[config.mk]
export PLATFORM = sky130hd
export DESIGN_NAME = battery_level_monitor_top
export DESIGN_NICKNAME = d
export VERILOG_FILES = /design/src/hdl/blm_pkg.sv /design/src/hdl/blm_ctrl.sv /design/src/hdl/blm_datapath.sv /design/src/hdl/battery_level_monitor_top.sv
export SDC_FILE = /design/constraint.sdc
export NUM_CORES = 1
export LEC_CHECK = 0
export BUFFER_PORTS_ARGS = -buffer_cell sky130_fd_sc_hd__buf_2
export CORE_AREA = 5 5 226 228
export DETAILED_ROUTE_END_ITERATION = 10
export DIE_AREA = 0 0 231 233
export PLACE_DENSITY_LB_ADDON = 0.08
export SLEW_MARGIN = 40
export SYNTH_ARGS = -nofsm -noshare
export SYNTH_HDL_FRONTEND = slang
export SYNTH_SLANG_ARGS = --single-unit
[constraint.sdc]
create_clock -name clk -period 11.3 [get_ports clk]
set_input_delay 1.13 -clock clk [delete_from_list [all_inputs] [get_ports clk]]
set_output_delay 1.13 -clock clk [all_outputs]
set_load 0.01 [all_outputs]
[src/hdl/blm_pkg.sv]
// Shared types and constants for the battery level monitor.
package blm_pkg;

  // Configuration register indexes
  localparam logic [2:0] CFG_DIVIDER_GAIN   = 3'd0;
  localparam logic [2:0] CFG_CELLS          = 3'd1;
  localparam logic [2:0] CFG_CHEMISTRY      = 3'd2;
  localparam logic [2:0] CFG_LOW_LEVEL      = 3'd3;
  localparam logic [2:0] CFG_BLINK_TICKS    = 3'd4;
  localparam logic [2:0] CFG_ON_TIME_TICKS  = 3'd5;

  localparam int CFG_INDEX_W = 3;
  localparam int CFG_DATA_W  = 32;

  // Field widths
  localparam int MV_W      = 12;
  localparam int GAIN_W    = 12;
  localparam int CELLS_W   = 5;
  localparam int LEVEL_W   = 7;
  localparam int BLINK_W   = 16;
  localparam int ON_W      = 32;
  localparam int SUM_W     = 16;
  localparam int COUNT_W   = 4;

  // Level computation widths
  localparam int PROD_W    = SUM_W + GAIN_W;   // sum times gain
  localparam int DIVISOR_W = 17;               // 256 * samples * cells, at most 126976
  localparam int CELL_W    = 20;               // quotient fits, divisor is at least 256
  localparam int ITER_W    = $clog2(PROD_W);

  // Chemistry windows in mV
  localparam logic [CELL_W-1:0] ALK_LO_MV  = 20'd900;
  localparam logic [CELL_W-1:0] ALK_SPAN   = 20'd600;
  localparam logic [CELL_W-1:0] NIMH_LO_MV = 20'd1000;
  localparam logic [CELL_W-1:0] NIMH_SPAN  = 20'd200;
  localparam logic [7:0]        RECIP3     = 8'd171;  // 171/512 ~ 1/3, exact below 512
  localparam logic [LEVEL_W-1:0] FULL_LEVEL = 7'd100;

  // Reset values
  localparam logic [GAIN_W-1:0]  GAIN_RESET    = 12'd512;
  localparam logic [CELLS_W-1:0] CELLS_RESET   = 5'd4;
  localparam logic [LEVEL_W-1:0] LOW_RESET     = 7'd20;
  localparam logic [BLINK_W-1:0] BLINK_RESET   = 16'd500;
  localparam logic [ON_W-1:0]    ON_TIME_RESET = 32'd600000;

  typedef enum logic [4:0] {
    ST_IDLE  = 5'b00001,
    ST_MUL   = 5'b00010,
    ST_DIV   = 5'b00100,
    ST_SCALE = 5'b01000,
    ST_EMIT  = 5'b10000
  } state_t;

  typedef struct packed {
    logic accept;    // take the input transaction, update counters
    logic load_div;  // form product and divisor, clear the sum
    logic div_step;  // one restoring divide step
    logic scale;     // map the cell voltage onto percent
    logic emit;      // load the output register
  } cmd_t;

  typedef struct packed {
    logic avg_due;   // accepted sample completes an average
    logic div_last;  // last divide step
    logic out_free;  // output register can take a result
  } status_t;

endpackage

[src/hdl/blm_ctrl.sv]
// Controller state machine sequencing the monitor's datapath.
module blm_ctrl (
  input  logic                clk,
  input  logic                rst,
  input  logic                in_valid,
  output logic                in_stall,
  input  blm_pkg::status_t    status,
  output blm_pkg::cmd_t       cmd
);

  blm_pkg::state_t state, state_next;

  always_ff @(posedge clk) begin
    if (rst) begin
      state <= blm_pkg::ST_IDLE;
    end else begin
      state <= state_next;
    end
  end

  always_comb begin
    state_next = state;
    cmd        = '0;
    case (state)
      blm_pkg::ST_IDLE: begin
        if (in_valid) begin
          cmd.accept = 1'b1;
          state_next = status.avg_due ? blm_pkg::ST_MUL : blm_pkg::ST_EMIT;
        end
      end
      blm_pkg::ST_MUL: begin
        cmd.load_div = 1'b1;
        state_next   = blm_pkg::ST_DIV;
      end
      blm_pkg::ST_DIV: begin
        cmd.div_step = 1'b1;
        if (status.div_last) begin
          state_next = blm_pkg::ST_SCALE;
        end
      end
      blm_pkg::ST_SCALE: begin
        cmd.scale  = 1'b1;
        state_next = blm_pkg::ST_EMIT;
      end
      blm_pkg::ST_EMIT: begin
        if (status.out_free) begin
          cmd.emit   = 1'b1;
          state_next = blm_pkg::ST_IDLE;
        end
      end
      default: begin
        state_next = blm_pkg::ST_IDLE;
      end
    endcase
  end

  assign in_stall = (state != blm_pkg::ST_IDLE);

endmodule

[src/hdl/blm_datapath.sv]
// Datapath: configuration, counters, level divider and output register.
module blm_datapath #(
  parameter int SAMPLES_PER_AVERAGE = 10,
  parameter int SAMPLE_CEILING_MV   = 3500
) (
  input  logic                            clk,
  input  logic                            rst,
  input  logic                            cfg_wr_en,
  input  logic [blm_pkg::CFG_INDEX_W-1:0] cfg_index,
  input  logic [blm_pkg::CFG_DATA_W-1:0]  cfg_data,
  input  logic                            mode,
  input  logic [blm_pkg::MV_W-1:0]        sample_mv,
  input  blm_pkg::cmd_t                   cmd,
  output blm_pkg::status_t                status,
  input  logic                            out_stall,
  output logic                            out_valid,
  output logic                            led_on,
  output logic                            battery_low,
  output logic                            power_enable,
  output logic [blm_pkg::LEVEL_W-1:0]     level_percent
);

  // Configuration
  logic [blm_pkg::GAIN_W-1:0]  divider_gain;
  logic [blm_pkg::CELLS_W-1:0] cells_in_series;
  logic                        chemistry;
  logic [blm_pkg::LEVEL_W-1:0] low_level_percent;
  logic [blm_pkg::BLINK_W-1:0] blink_ticks;
  logic [blm_pkg::ON_W-1:0]    on_time_ticks;

  // Monitor state
  logic [blm_pkg::SUM_W-1:0]   sample_sum;
  logic [blm_pkg::COUNT_W-1:0] valid_count;
  logic [blm_pkg::LEVEL_W-1:0] last_level;
  logic                        low_flag;
  logic                        led_level;
  logic [blm_pkg::BLINK_W-1:0] blink_count;
  logic [blm_pkg::ON_W-1:0]    on_count;
  logic                        power_hold;

  // Divider
  logic [blm_pkg::PROD_W-1:0]    quo;
  logic [blm_pkg::DIVISOR_W-1:0] rem;
  logic [blm_pkg::DIVISOR_W-1:0] divisor;
  logic [blm_pkg::ITER_W-1:0]    iter;

  // Input decode
  logic                          sample_ok;
  logic [blm_pkg::SUM_W-1:0]     sum_next;
  logic [blm_pkg::COUNT_W:0]     count_inc;
  logic [blm_pkg::ON_W:0]        on_inc;
  logic [blm_pkg::BLINK_W:0]     blink_inc;
  logic                          blink_fire;

  assign sample_ok  = (sample_mv < blm_pkg::MV_W'(SAMPLE_CEILING_MV));
  assign sum_next   = sample_sum + blm_pkg::SUM_W'(sample_mv);
  assign count_inc  = {1'b0, valid_count} + 1'b1;
  assign on_inc     = {1'b0, on_count} + 1'b1;
  assign blink_inc  = {1'b0, blink_count} + 1'b1;
  assign blink_fire = (blink_inc >= {1'b0, blink_ticks});

  assign status.avg_due  = mode && sample_ok &&
                           (count_inc >= (blm_pkg::COUNT_W + 1)'(SAMPLES_PER_AVERAGE));
  assign status.div_last = (iter == blm_pkg::ITER_W'(blm_pkg::PROD_W - 1));
  assign status.out_free = !out_valid || !out_stall;

  // Divisor: 256 * samples per average * effective cell count
  logic [blm_pkg::CELLS_W-1:0] cells_eff;
  logic [9:0]                  cells_scaled;
  assign cells_eff    = (cells_in_series == '0) ? blm_pkg::CELLS_W'(1) : cells_in_series;
  assign cells_scaled = 10'(cells_eff) * 10'(SAMPLES_PER_AVERAGE);

  // Restoring divide step
  logic [blm_pkg::DIVISOR_W:0] rem_shift;
  logic                        rem_ge;
  assign rem_shift = {rem, quo[blm_pkg::PROD_W-1]};
  assign rem_ge    = (rem_shift >= {1'b0, divisor});

  // Percent mapping
  logic [blm_pkg::CELL_W-1:0]  cell_mv;
  logic [blm_pkg::CELL_W-1:0]  win_lo;
  logic [blm_pkg::CELL_W-1:0]  win_span;
  logic [blm_pkg::CELL_W-1:0]  delta;
  logic [16:0]                 third_prod;
  logic [blm_pkg::LEVEL_W-1:0] level_calc;

  assign cell_mv    = quo[blm_pkg::CELL_W-1:0];
  assign win_lo     = chemistry ? blm_pkg::NIMH_LO_MV : blm_pkg::ALK_LO_MV;
  assign win_span   = chemistry ? blm_pkg::NIMH_SPAN : blm_pkg::ALK_SPAN;
  assign delta      = cell_mv - win_lo;
  assign third_prod = 17'(delta[9:1]) * 17'(blm_pkg::RECIP3);

  always_comb begin
    if (cell_mv <= win_lo) begin
      level_calc = '0;
    end else if (delta >= win_span) begin
      level_calc = blm_pkg::FULL_LEVEL;
    end else if (chemistry) begin
      level_calc = delta[7:1];
    end else begin
      level_calc = third_prod[15:9];
    end
  end

  // Configuration and monitor state
  always_ff @(posedge clk) begin
    if (rst) begin
      divider_gain      <= blm_pkg::GAIN_RESET;
      cells_in_series   <= blm_pkg::CELLS_RESET;
      chemistry         <= 1'b0;
      low_level_percent <= blm_pkg::LOW_RESET;
      blink_ticks       <= blm_pkg::BLINK_RESET;
      on_time_ticks     <= blm_pkg::ON_TIME_RESET;
      sample_sum        <= '0;
      valid_count       <= '0;
      last_level        <= blm_pkg::FULL_LEVEL;
      low_flag          <= 1'b0;
      led_level         <= 1'b1;
      blink_count       <= '0;
      on_count          <= '0;
      power_hold        <= 1'b1;
      iter              <= '0;
    end else begin
      if (cfg_wr_en) begin
        case (cfg_index)
          blm_pkg::CFG_DIVIDER_GAIN:  divider_gain      <= cfg_data[blm_pkg::GAIN_W-1:0];
          blm_pkg::CFG_CELLS:         cells_in_series   <= cfg_data[blm_pkg::CELLS_W-1:0];
          blm_pkg::CFG_CHEMISTRY:     chemistry         <= cfg_data[0];
          blm_pkg::CFG_LOW_LEVEL:     low_level_percent <= cfg_data[blm_pkg::LEVEL_W-1:0];
          blm_pkg::CFG_BLINK_TICKS:   blink_ticks       <= cfg_data[blm_pkg::BLINK_W-1:0];
          blm_pkg::CFG_ON_TIME_TICKS: on_time_ticks     <= cfg_data[blm_pkg::ON_W-1:0];
          default: begin
          end
        endcase
      end

      if (cmd.accept) begin
        if (mode) begin
          if (sample_ok) begin
            sample_sum <= sum_next;
            if (status.avg_due) begin
              valid_count <= '0;
            end else begin
              valid_count <= count_inc[blm_pkg::COUNT_W-1:0];
            end
          end
        end else begin
          if (power_hold) begin
            on_count <= on_inc[blm_pkg::ON_W-1:0];
            if (on_inc >= {1'b0, on_time_ticks}) begin
              power_hold <= 1'b0;
            end
          end
          if (blink_fire) begin
            blink_count <= '0;
            if (last_level < low_level_percent) begin
              low_flag  <= 1'b1;
              led_level <= !led_level;
            end else begin
              low_flag  <= 1'b0;
              led_level <= 1'b0;
            end
          end else begin
            blink_count <= blink_inc[blm_pkg::BLINK_W-1:0];
          end
        end
      end

      if (cmd.load_div) begin
        sample_sum <= '0;
        iter       <= '0;
      end
      if (cmd.div_step) begin
        iter <= iter + 1'b1;
      end
      if (cmd.scale) begin
        last_level <= level_calc;
      end
    end
  end

  // Divider operands
  always_ff @(posedge clk) begin
    if (cmd.load_div) begin
      quo     <= blm_pkg::PROD_W'(sample_sum) * blm_pkg::PROD_W'(divider_gain);
      rem     <= '0;
      divisor <= {cells_scaled[8:0], 8'b0};
    end else if (cmd.div_step) begin
      quo <= {quo[blm_pkg::PROD_W-2:0], rem_ge};
      if (rem_ge) begin
        rem <= blm_pkg::DIVISOR_W'(rem_shift - {1'b0, divisor});
      end else begin
        rem <= rem_shift[blm_pkg::DIVISOR_W-1:0];
      end
    end
  end

  // Output register
  always_ff @(posedge clk) begin
    if (rst) begin
      out_valid     <= 1'b0;
      led_on        <= 1'b1;
      battery_low   <= 1'b0;
      power_enable  <= 1'b1;
      level_percent <= blm_pkg::FULL_LEVEL;
    end else if (cmd.emit) begin
      out_valid     <= 1'b1;
      led_on        <= led_level;
      battery_low   <= low_flag;
      power_enable  <= power_hold;
      level_percent <= last_level;
    end else if (!out_stall) begin
      out_valid <= 1'b0;
    end
  end

endmodule

[src/hdl/battery_level_monitor_top.sv]
// Sequence: a tick or a sample that leaves the average open goes from accept to the
// output load; a sample that completes an average passes through the product,
// 28 steps of the restoring divider, scaling and the output load.
// Flow: one transaction at a time; a finished result waits in the output register.
// Reset: synchronous, active high; sets config, counters and outputs to defaults.
// Top level of the battery level monitor.
module battery_level_monitor_top #(
  parameter int SAMPLES_PER_AVERAGE = 10,
  parameter int SAMPLE_CEILING_MV   = 3500
) (
  input  logic                            clk,
  input  logic                            rst,
  // configuration write port
  input  logic                            cfg_wr_en,
  input  logic [blm_pkg::CFG_INDEX_W-1:0] cfg_index,
  input  logic [blm_pkg::CFG_DATA_W-1:0]  cfg_data,
  // input channel: ticks and converter samples
  input  logic                            in_valid,
  output logic                            in_stall,
  input  logic                            mode,
  input  logic [blm_pkg::MV_W-1:0]        sample_mv,
  // output channel: one result transaction per input transaction
  output logic                            out_valid,
  input  logic                            out_stall,
  output logic                            led_on,
  output logic                            battery_low,
  output logic                            power_enable,
  output logic [blm_pkg::LEVEL_W-1:0]     level_percent
);

  // Commands from the sequencer, status back from the datapath
  blm_pkg::cmd_t    cmd;
  blm_pkg::status_t status;

  // Sequence accept, averaging divide and output load.
  // Input is taken only in idle; a finished result waits in the output
  // register, so the next transaction can come in while it is stalled.
  blm_ctrl u_ctrl (
    .clk      (clk),
    .rst      (rst),
    .in_valid (in_valid),
    .in_stall (in_stall),
    .status   (status),
    .cmd      (cmd)
  );

  // Hold configuration, tick counters, sample accumulator, divider
  // and the output register.
  blm_datapath #(
    .SAMPLES_PER_AVERAGE (SAMPLES_PER_AVERAGE),
    .SAMPLE_CEILING_MV   (SAMPLE_CEILING_MV)
  ) u_datapath (
    .clk           (clk),
    .rst           (rst),
    .cfg_wr_en     (cfg_wr_en),
    .cfg_index     (cfg_index),
    .cfg_data      (cfg_data),
    .mode          (mode),
    .sample_mv     (sample_mv),
    .cmd           (cmd),
    .status        (status),
    .out_stall     (out_stall),
    .out_valid     (out_valid),
    .led_on        (led_on),
    .battery_low   (battery_low),
    .power_enable  (power_enable),
    .level_percent (level_percent)
  );

endmodule

==> flow_summary_export.csv, run 1 <==
group,metric,value,unit
status,status,"finished, final reports clean",
timing,hold_viol,0,
cts,htreeDepth,1,
critical_path,cp.arrival,7.23,ns
cts,cts_tree,"built",
logic_synthesis,yosys.area.top_type,"dfxtp_1",
logic_synthesis,syn-instance-count,2274,
logic_synthesis,synthArstFlopShare,0,
power_and_ir_drop,leakagePower,0.00957,uW
timing,finClkSkew,0.0200,ns
floorplan,dieWidth,231,um
power_and_ir_drop,ir_worst_vdd,0.121,mV
timing,worstMarginPinSlew,0.855,ns
logic_synthesis,yosysWarnings,0,
logic_synthesis,syn_nets,2687,
floorplan,dieHeight,233,um
cts,clock-sinks,225,
critical_path,path_cells,"inv_1 -> ha_1 -> nor2b_1 -> o31a_1 -> o21ai_0 -> nand2_1 -> xor2_1 -> inv_1 -> fa_1 -> fa_1 -> fa_1 -> inv_1 -> ha_1 -> o31ai_1 -> a21oi_1 -> a211oi_1 -> o21ai_0 -> o21a_1 -> nor2_1 -> xor2_1 -> o211ai_1 -> a221o_1",
timing,fin_crit,6.77,ns
floorplan,rows,81,
cts,cts.path.max_buffers,3,
timing,fmax,148,MHz
cts,cts_resized,0,
floorplan,die_area,53800,um^2
cts,cts_buffers,28,
global_routing,grt_pass1_wl,81300,um
route,wire_per_inst,16.7,um
critical_path,cp_slowest_stage_delay,0.70,ns
placed_design,hpwl,37300,um
final_layout,area.growth.synth_to_final,9.78,%
route,ant_nets,0,
timing,maxSlewHeadroom,0.429,
logic_synthesis,synth_edf_count,36,
final_layout,fin_area,21200,um^2
global_routing,first_global_vias,15400,
critical_path,worst_path_max_delay_cell,"dfxtp_1",
critical_path,startpoint_type,"register",
critical_path,worstPathRequired,11.76,ns
final_layout,fin_nets,2697,
power_and_ir_drop,pwr-share-comb,0.114,
logic_synthesis,yosys.area.top_type_share,0.196,
critical_path,rrSetupSlack,4.53,ns
cts,postCtsHoldBufs,0,
cts,cts-root-buf,"clkbuf_16",
logic_synthesis,syn_area,19300,um^2
final_layout,fillers,4902,
logic_synthesis,synth.top_cells.by_area,"dfxtp_1 20%, fa_1 16%, ha_1 13%",
timing,finalCritPeriodShare,0.599,
power_and_ir_drop,seq_power_share,0.409,
power_and_ir_drop,clkPwrFrac,0.476,
cts,clock_latency,0.59,ns
global_routing,grt_remaining_overflow,0,
placed_design,place.port_buffers,64,
job,drv_cap,0,
final_layout,n_antenna_cell,0,
timing,fin_ws,4.53,ns
timing,final.setup.tns,0,ns
placed_design,dpl_cell_area,20100,um^2
power_and_ir_drop,p_switching,561,uW
route,vias,14900,
timing,rsz0062_at_grt,"no",
final_layout,utilization,0.435,
route,drt_wl_total,48800,um
logic_synthesis,ys.flop_type,"dfxtp_1",
critical_path,cp_max_fo,17,
logic_synthesis,yosysMostFrequentCell,"nand2_1",
worst_hold_path,hold_class,"reg -> reg",
logic_synthesis,ys_types,74,
route,viasPerCell,5.08,
power_and_ir_drop,p_int,1520,uW
cts,path_clk_slew,0.06,ns
final_layout,layout-drive-gt1-share,0.0668,
logic_synthesis,yosys-top-cells-count,"383 x nand2_1, 311 x inv_1, 202 x ha_1, 189 x dfxtp_1, 158 x fa_1",
route,drc,0,
cts,postCtsSetupBuffers,0,
route,first_pass_iters,5,
logic_synthesis,ys_ff_latch,225,
critical_path,crit_type,"reg -> reg",
power_and_ir_drop,power_density,98.4,nW/um^2
timing,final_max_slew_viol_count,0,
critical_path,worst_setup_path_end_kind,"register",
placed_design,place_worst_setup_slack,4.57,ns
global_routing,grt_max_degree,55,
power_and_ir_drop,swShare,0.269,
final_layout,stdcell_count,2928,
floorplan,coreArea,48600,um^2
logic_synthesis,syn_avg_cell_area,8.48,um^2
placed_design,gp_congestion,0.806,
placed_design,dp.cells,2876,
global_routing,antenna_found_initial,0,
global_routing,grt_use_total,0.184,
floorplan,initial_core_util,0.396,
route,drt_first_iter_violations,751,
timing,setup_viol,0,
floorplan,ioPinCount,65,
logic_synthesis,ys_seq_area_frac,0.252,
==> sequential cells by signal, summed over array words and instances, names as in the netlist, 12 cells and up <==
name                      flops
u_datapath.divider_gain      12
u_datapath.quo               28
u_datapath.blink_count       16
u_datapath.sample_sum        16
u_datapath.rem               17
u_datapath.on_time_ticks     32
u_datapath.blink_ticks       16
u_datapath.on_count          32
==> critical path: cells and delay by family, from the launching register on <==
kind / cells / cell delay (ns)
and+or+nand+nor: 3 / 0.40
adders and majority gates: 5 / 2.27
AOI/OAI and AO/OA: 9 / 2.11
xor gates and xnor gates: 2 / 0.70
buffers and inverters: 3 / 0.47
DFF: 1 / 0.70
==> through the flow <==
step                      hold slack (ns)  total power (uW)
after floorplan                     0.436              1030
after global placement              0.445              1110
after detailed placement            0.447              1110
after CTS                           0.455              2120
after global routing                0.473              2190
final                               0.454              2080
==> worst paths after layout <==
check / from / cells after the start / end
max: u_datapath.chemistry / 22 / u_datapath.last_level[5]
min: u_datapath.on_time_ticks[12] / 2 / u_datapath.on_time_ticks[12]
max reg2reg: u_datapath.chemistry / 22 / u_datapath.last_level[5]
min reg2reg: u_datapath.on_time_ticks[12] / 2 / u_datapath.on_time_ticks[12]
==> layer usage <==
layer	vias up	track usage	part of all wire
met4	0	0.0368	0.017
met1	7190	0.255	0.48
met5	-	0	0
met3	44	0.0227	0.030
met2	171	0.312	0.47
li1	7481	-	-
==> placed cells by master, fill, tap and decap left out, types with 36 or more instances in the layout <==
cell / synthesis / final
nand2_1: 383 / 383
inv_1: 311 / 311
ha_1: 202 / 202
dfxtp_1: 189 / 189
fa_1: 158 / 158
a21oi_1: 147 / 147
nor2_1: 100 / 98
o21ai_0: 89 / 89
and2_1: 68 / 68
buf_2: 4 / 63
xnor2_1: 59 / 59
xor2_1: 57 / 57
nand3_1: 43 / 42
edfxtp_1: 36 / 36
==> cell type report <==
class	count	area, um^2	share of cell area
timing repair buffer	76	413	0.0195
clock buffer	35	777	0.0367
inverter	313	1170	0.0555
tap	622	778	0.0368
clock inverter	17	246	0.0117
multi-input combinational	1640	12900	0.610
sequential	225	4860	0.230
==> power groups by stage <==
stage	clock, uW	combinational, uW	sequential [uW]
floorplan	0	180	851
global placement	0	239	869
detailed placement	0	241	870
CTS	1020	243	852
global route	1060	275	855
finish	992	238	852
==> cells by family (layout without fill, tap and decap cells) <==
logic type                 count (synthesis)  in the layout  share of synthesized area
DFF                                      225            225                      0.252
xor gates and xnor gates                 116            116                     0.0527
buffers and inverters                    409            441                     0.0804
adders and majority gates                360            360                      0.295
AOI/OAI and AO/OA                        379            379                      0.119
muxes                                     24             24                     0.0125
and+or+nand+nor                          761            761                      0.187
Note: power is estimated with default switching activity, not from simulation.
==> run 2, diff against run 1 <==
ABC_AREA = 1   (was not set)
CORE_AREA = 5 5 233 235   (was 5 5 226 228)
DIE_AREA = 0 0 238 240   (was 0 0 231 233)
clock period = 5.5 ns   (was 11.3 ns; I/O delays follow)
==> flow_summary_export.csv, run 2 <==
group,metric,value,unit
status,status,"finished, final reports clean",
critical_path,cp.arrival,5.57,ns
floorplan,coreArea,52000,um^2
global_routing,grt_use_met2,0.311,
global_routing,grt_remaining_overflow,0,
route,wire_per_inst,15.1,um
logic_synthesis,ys_seq_area_frac,0.237,
cts,cts_buffers,27,
worst_hold_path,hold_class,"in -> reg",
route,drc,0,
cts,clock_latency,0.58,ns
cts,htreeDepth,1,
critical_path,worstReg2RegEnd,"u_datapath.quo[27]",
final_layout,layout-drive-gt1-share,0.0876,
floorplan,ioPinCount,65,
route,vias,17300,
critical_path,startpoint_type,"register",
critical_path,crit_end,"u_datapath.quo[27]",
critical_path,worstPathRequired,5.82,ns
logic_synthesis,ys_ff_latch,225,
placed_design,gp_congestion,0.877,
cts,path_clk_slew,0.06,ns
timing,rsz0062_at_grt,"yes",
logic_synthesis,yosysMostFrequentCell,"nand2_1",
final_layout,fin_area,22800,um^2
power_and_ir_drop,power_density,202,nW/um^2
final_layout,area.growth.synth_to_final,11.2,%
global_routing,grt_pass1_wl,87300,um
final_layout,n_antenna_cell,0,
cts,cts-root-buf,"clkbuf_16",
cts,cts_tree,"built",
global_routing,grt.met3_usage,0.0224,
power_and_ir_drop,leakagePower,0.0116,uW
route,drt_wl_total,53200,um
critical_path,crit_type,"reg -> reg",
floorplan,dieWidth,238,um
critical_path,startpoint,"u_datapath.divider_gain[8]",
cts,postCtsSetupBuffers,0,
logic_synthesis,syn_area,20500,um^2
floorplan,dieHeight,240,um
logic_synthesis,syn_nets,3181,
logic_synthesis,yosys.area.top_type_share,0.185,
logic_synthesis,syn_avg_cell_area,7.40,um^2
critical_path,r2r_start,"u_datapath.divider_gain[8]",
timing,fin_crit,5.25,ns
critical_path,path_cells,"buf_4 -> nand2_1 -> inv_1 -> fa_1 -> inv_1 -> fa_1 -> inv_1 -> fa_1 -> fa_1 -> inv_1 -> fa_1 -> inv_1 -> ha_1 -> a21oi_1 -> o21ai_0 -> a21oi_1 -> nand3_2 -> nand4_1 -> nand3_1 -> or2_2 -> nand3_1 -> nand2_1",
global_routing,antenna_found_initial,1,
logic_synthesis,syn-instance-count,2768,
logic_synthesis,yosys-top-cells-count,"597 x nand2_1, 550 x inv_1, 202 x ha_1, 194 x a21oi_1, 189 x dfxtp_1",
placed_design,place.port_buffers,64,
critical_path,critical-path-top-delay-family,"adder cells",
timing,final_max_slew_viol_count,0,
timing,maxSlewHeadroom,0.468,
final_layout,fin_nets,3235,
route,drt_first_iter_violations,912,
critical_path,rrSetupSlack,0.25,ns
critical_path,cp.depth,22,
timing,finalCritPeriodShare,0.955,
logic_synthesis,synth_edf_count,36,
final_layout,final_common_cell,"nand2_1",
logic_synthesis,ys.flop_type,"dfxtp_1",
critical_path,r2r_cells,22,
route,viasPerCell,4.90,
critical_path,worst_setup_path_end_kind,"register",
floorplan,rows,84,
global_routing,grt_max_degree,49,
logic_synthesis,ys_types,56,
logic_synthesis,synth.top_cells.by_area,"dfxtp_1 18%, fa_1 15%, ha_1 12%",
global_routing,grt_use_met1,0.252,
global_routing,first_global_vias,16900,
route,first_pass_iters,5,
job,drv_cap,0,
final_layout,final_cell_mix,"596 x nand2_1, 547 x inv_1, 201 x ha_1, 189 x a21oi_1, 173 x dfxtp_1",
cts,clock-sinks,225,
final_layout,largest_registers,"u_datapath.on_count: 32 flops, u_datapath.on_time_ticks: 32 flops, u_datapath.quo: 28 flops",
placed_design,dpl_cell_area,21800,um^2
cts,postCtsHoldBufs,0,
critical_path,cp_slowest_stage_delay,0.54,ns
timing,finClkSkew,0.0108,ns
critical_path,crit_buf_inv,6,
timing,fmax,190,MHz
power_and_ir_drop,ir_worst_vdd,0.213,mV
timing,hold_viol,0,
logic_synthesis,yosysWarnings,0,
final_layout,utilization,0.438,
timing,worstMarginPinSlew,0.795,ns
floorplan,initial_core_util,0.394,
cts,cts.path.max_buffers,3,
route,ant_nets,0,
critical_path,cp_max_fo,10,
global_routing,grt_use_total,0.184,
timing,setup_viol,0,
global_routing,top_usage_layer,"met2",
floorplan,die_area,57100,um^2
logic_synthesis,yosys.area.top_type,"dfxtp_1",
logic_synthesis,synthArstFlopShare,0,
critical_path,worst_path_max_delay_cell,"fa_1",
placed_design,hpwl,42900,um
## run 2: logic make-up after synthesis
group	Yosys count	share of synthesized area
DFF	225	0.237
xor gates and xnor gates	76	0.0325
and+or+nand+nor	998	0.209
AOI/OAI and AO/OA	458	0.123
adders and majority gates	360	0.278
buffers and inverters	651	0.120
## run 2: through the flow
step	total power [uW]	setup slack, ns	setup TNS (ns)	cells	hold WS (ns)
3_5_place_dp	2750	0.00492	0	3481	0.439
5_1_grt	4860	-0.0491	-0.0653	3531	0.232
2_1_floorplan	2470	0.195	0	2768	0.428
3_3_place_gp	2740	0.0688	0	3481	0.440
4_1_cts	4660	0.0160	0	3531	0.204
6_report	4600	0.246	0	3531	0.230
## run 2: what timing repair did
action / CTS / global route
gates resized for setup: 3 / 31
endpoints found under the setup margin: 1 / 14
pin swaps: 0 / 2
## run 2: report_power, final
| group | switching, uW | total [uW] | leakage [uW] | internal [uW] |
|---|---|---|---|---|
| Combinational | 578 | 916 | 0.00925 | 339 |
| Clock | 752 | 1890 | 0.000471 | 1130 |
| Sequential | 65.9 | 1800 | 0.00187 | 1730 |
## run 2: how the worst min path moves through the flow
| stage | startpoint | to | slack, ns | cells after the start |
|---|---|---|---|---|
| 2_1_floorplan | u_datapath.rem[16] | u_datapath.rem[16] | 0.43 | 2 |
| 3_3_place_gp | u_datapath.level_percent[6] | u_datapath.level_percent[6] | 0.44 | 2 |
| 3_5_place_dp | u_datapath.level_percent[6] | u_datapath.level_percent[6] | 0.44 | 2 |
| 4_1_cts | cfg_data[19] | u_datapath.on_time_ticks[19] | 0.20 | 3 |
| 5_1_grt | cfg_data[16] | u_datapath.on_time_ticks[16] | 0.23 | 3 |
| 6_report | cfg_data[16] | u_datapath.on_time_ticks[16] | 0.23 | 3 |
## run 2: worst reg2reg max path: cells and delay by family, from the launching register on
family          cells  cell delay (ns)
flops               1             0.39
compound gates      3             0.51
simple gates        7             0.79
buf+inv             6             0.43
fa+ha+maj           6             2.89
## run 2: final cells by class
cell class,instances,area (um^2)
well taps,688,861
repair buffers,118,771
clock buffers,41,828
clock inverters,9,114
fillers,5376,29200
flip-flops and latches,225,4890
inverters,558,2100
multi-input cells,1892,13200
## run 2: layer usage
metal  share of wire  vias to the layer above  routed length (um)
li1                -                     8851                   -
met5         0.00024                        -                  13
met3           0.034                       76                1790
met2            0.47                      205               24900
met1            0.47                     8185               25000
met4           0.029                        2                1540
==> run 3, diff against run 2 <==
PLACE_DENSITY = 0.68   (was not set)
PLACE_DENSITY_LB_ADDON = not set   (was 0.08)
==> flow_summary_export.csv, run 3 (synthesis gave the netlist of run 2 again) <==
group,metric,value,unit
status,status,"finished, final reports clean",
worst_hold_path,hold_class,"in -> reg",
timing,maxSlewHeadroom,0.498,
timing,hold_viol,0,
power_and_ir_drop,ir_worst_vdd,0.250,mV
route,vias,17500,
final_layout,largest_registers,"u_datapath.on_count: 32 flops, u_datapath.on_time_ticks: 32 flops, u_datapath.quo: 28 flops",
critical_path,cp.arrival,5.58,ns
job,drv_cap,0,
cts,clock-sinks,225,
route,wl_met2,22600,um
global_routing,grt_remaining_overflow,0,
placed_design,hpwl,40200,um
global_routing,grt_pass1_wl,83300,um
final_layout,final_cell_mix,"597 x nand2_1, 546 x inv_1, 202 x ha_1, 191 x a21oi_1, 173 x dfxtp_1",
route,viasPerCell,4.95,
power_and_ir_drop,fin_total_pwr,4460,uW
cts,clock_latency,0.56,ns
route,ant_nets,0,
power_and_ir_drop,leakagePower,0.0116,uW
global_routing,antenna_found_initial,2,
timing,finalCritPeriodShare,0.957,
critical_path,r2r_start,"u_datapath.divider_gain[7]",
critical_path,worst_path_max_delay_cell,"fa_1",
placed_design,dp.cells,3484,
floorplan,coreArea,52000,um^2
route,drt-met1-wl,24600,um
final_layout,utilization,0.436,
timing,fin_hold_ws,0.258,ns
route,drt_first_iter_violations,1072,
critical_path,crit_type,"reg -> reg",
cts,postCtsHoldBufs,0,
critical_path,worstPathRequired,5.81,ns
power_and_ir_drop,power_density,197,nW/um^2
floorplan,dieWidth,238,um
critical_path,worst_setup_path_end_kind,"register",
critical_path,crit_buf_inv,6,
placed_design,gp_congestion,0.898,
final_layout,stdcell_count,3529,
timing,worstMarginPinSlew,0.754,ns
route,wire_per_inst,14.4,um
route,drc,0,
cts,cts-root-buf,"clkbuf_16",
timing,fin_crit,5.27,ns
critical_path,cp_slowest_stage_delay,0.55,ns
floorplan,rows,84,
final_layout,area.growth.synth_to_final,10.7,%
critical_path,cp_max_fo,12,
critical_path,startpoint_type,"register",
floorplan,die_area,57100,um^2
global_routing,grt_max_degree,64,
timing,final_max_slew_viol_count,0,
worst_hold_path,hold_start,"cfg_data[19]",
critical_path,startpoint,"u_datapath.divider_gain[7]",
timing,setup_viol,0,
cts,postCtsSetupBuffers,0,
floorplan,ioPinCount,65,
timing,finClkSkew,0.0190,ns
global_routing,grt_use_total,0.174,
timing,fmax,190,MHz
global_routing,first_global_vias,16500,
placed_design,place.port_buffers,64,
final_layout,fin_nets,3236,
cts,cts_tree,"built",
cts,cts.path.max_buffers,3,
cts,htreeDepth,1,
route,first_pass_iters,5,
cts,cts_buffers,25,
floorplan,dieHeight,240,um
route,top_layer,"met5",
floorplan,initial_core_util,0.394,
final_layout,final_common_cell,"nand2_1",
cts,cts_resized,0,
route,dr_wl_met3,2680,um
critical_path,path_cells,"buf_4 -> nand2_1 -> inv_1 -> fa_1 -> inv_1 -> fa_1 -> inv_1 -> fa_1 -> fa_1 -> inv_1 -> fa_1 -> inv_1 -> ha_1 -> a21oi_2 -> o21ai_0 -> a21oi_1 -> nand3_2 -> nand4_1 -> nand3_1 -> or2_2 -> nand3_1 -> nand2_1",
cts,path_clk_slew,0.06,ns
final_layout,layout-drive-gt1-share,0.0849,
critical_path,critical-path-top-delay-family,"adder cells",
route,drt_wl_total,50900,um
-- run 3: changes by cell type in the layout (fill, tap and decap cells not counted), sizes merged --
cell,before,now
buf,118,121
clkbuf,41,34
clkinv,12,10
clkinvlp,0,1
diode,0,1
inv,553,555
-- run 3: layout make-up --
type	instances	area, um^2
repair buffers	121	798
clock buffers	34	709
fillers	5302	29300
clock inverters	10	128
multi-input cells	1892	13200
inverters	558	2090
diodes	1	2.50
well taps	688	861
flip-flops and latches	225	4890
-- run 3: worst paths after layout --
kind                                        to  slack (ns)  cells after the start
setup / recovery            u_datapath.quo[27]        0.23                     22
hold / removal    u_datapath.on_time_ticks[19]        0.26                      3
setup reg to reg            u_datapath.quo[27]        0.23                     22
hold reg to reg        u_datapath.power_enable        0.46                      2
-- run 3: power by group --
group | internal, uW | switching, uW | leakage (uW) | total, uW
Combinational | 340 | 578 | 0.00927 | 918
Sequential | 1730 | 66.3 | 0.00187 | 1800
Clock | 1010 | 741 | 0.000413 | 1750
Total | 3080 | 1390 | 0.0116 | 4460
-- run 3: routing by layer --
layer	vias to the layer above	global-route usage
met5	-	0
met4	2	0.0358
met3	68	0.0255
met2	383	0.277
met1	8149	0.252
li1	8870	-
-- run 3: worst min-delay path, stage by stage --
cell and delay [ns]:
buf_2 0.09, nand2_1 0.05, o211ai_1 0.08
-- run 3: through the flow --
step | setup WS, ns | TNS (ns) | cell area [um^2]
after detailed placement | 0.0542 | 0 | 21800
after CTS | 0.0499 | 0 | 22600
final | 0.234 | 0 | 22700
after floorplan | 0.195 | 0 | 20500
after global placement | 0.154 | 0 | 21800
after global routing | -0.0250 | -0.0259 | 22700
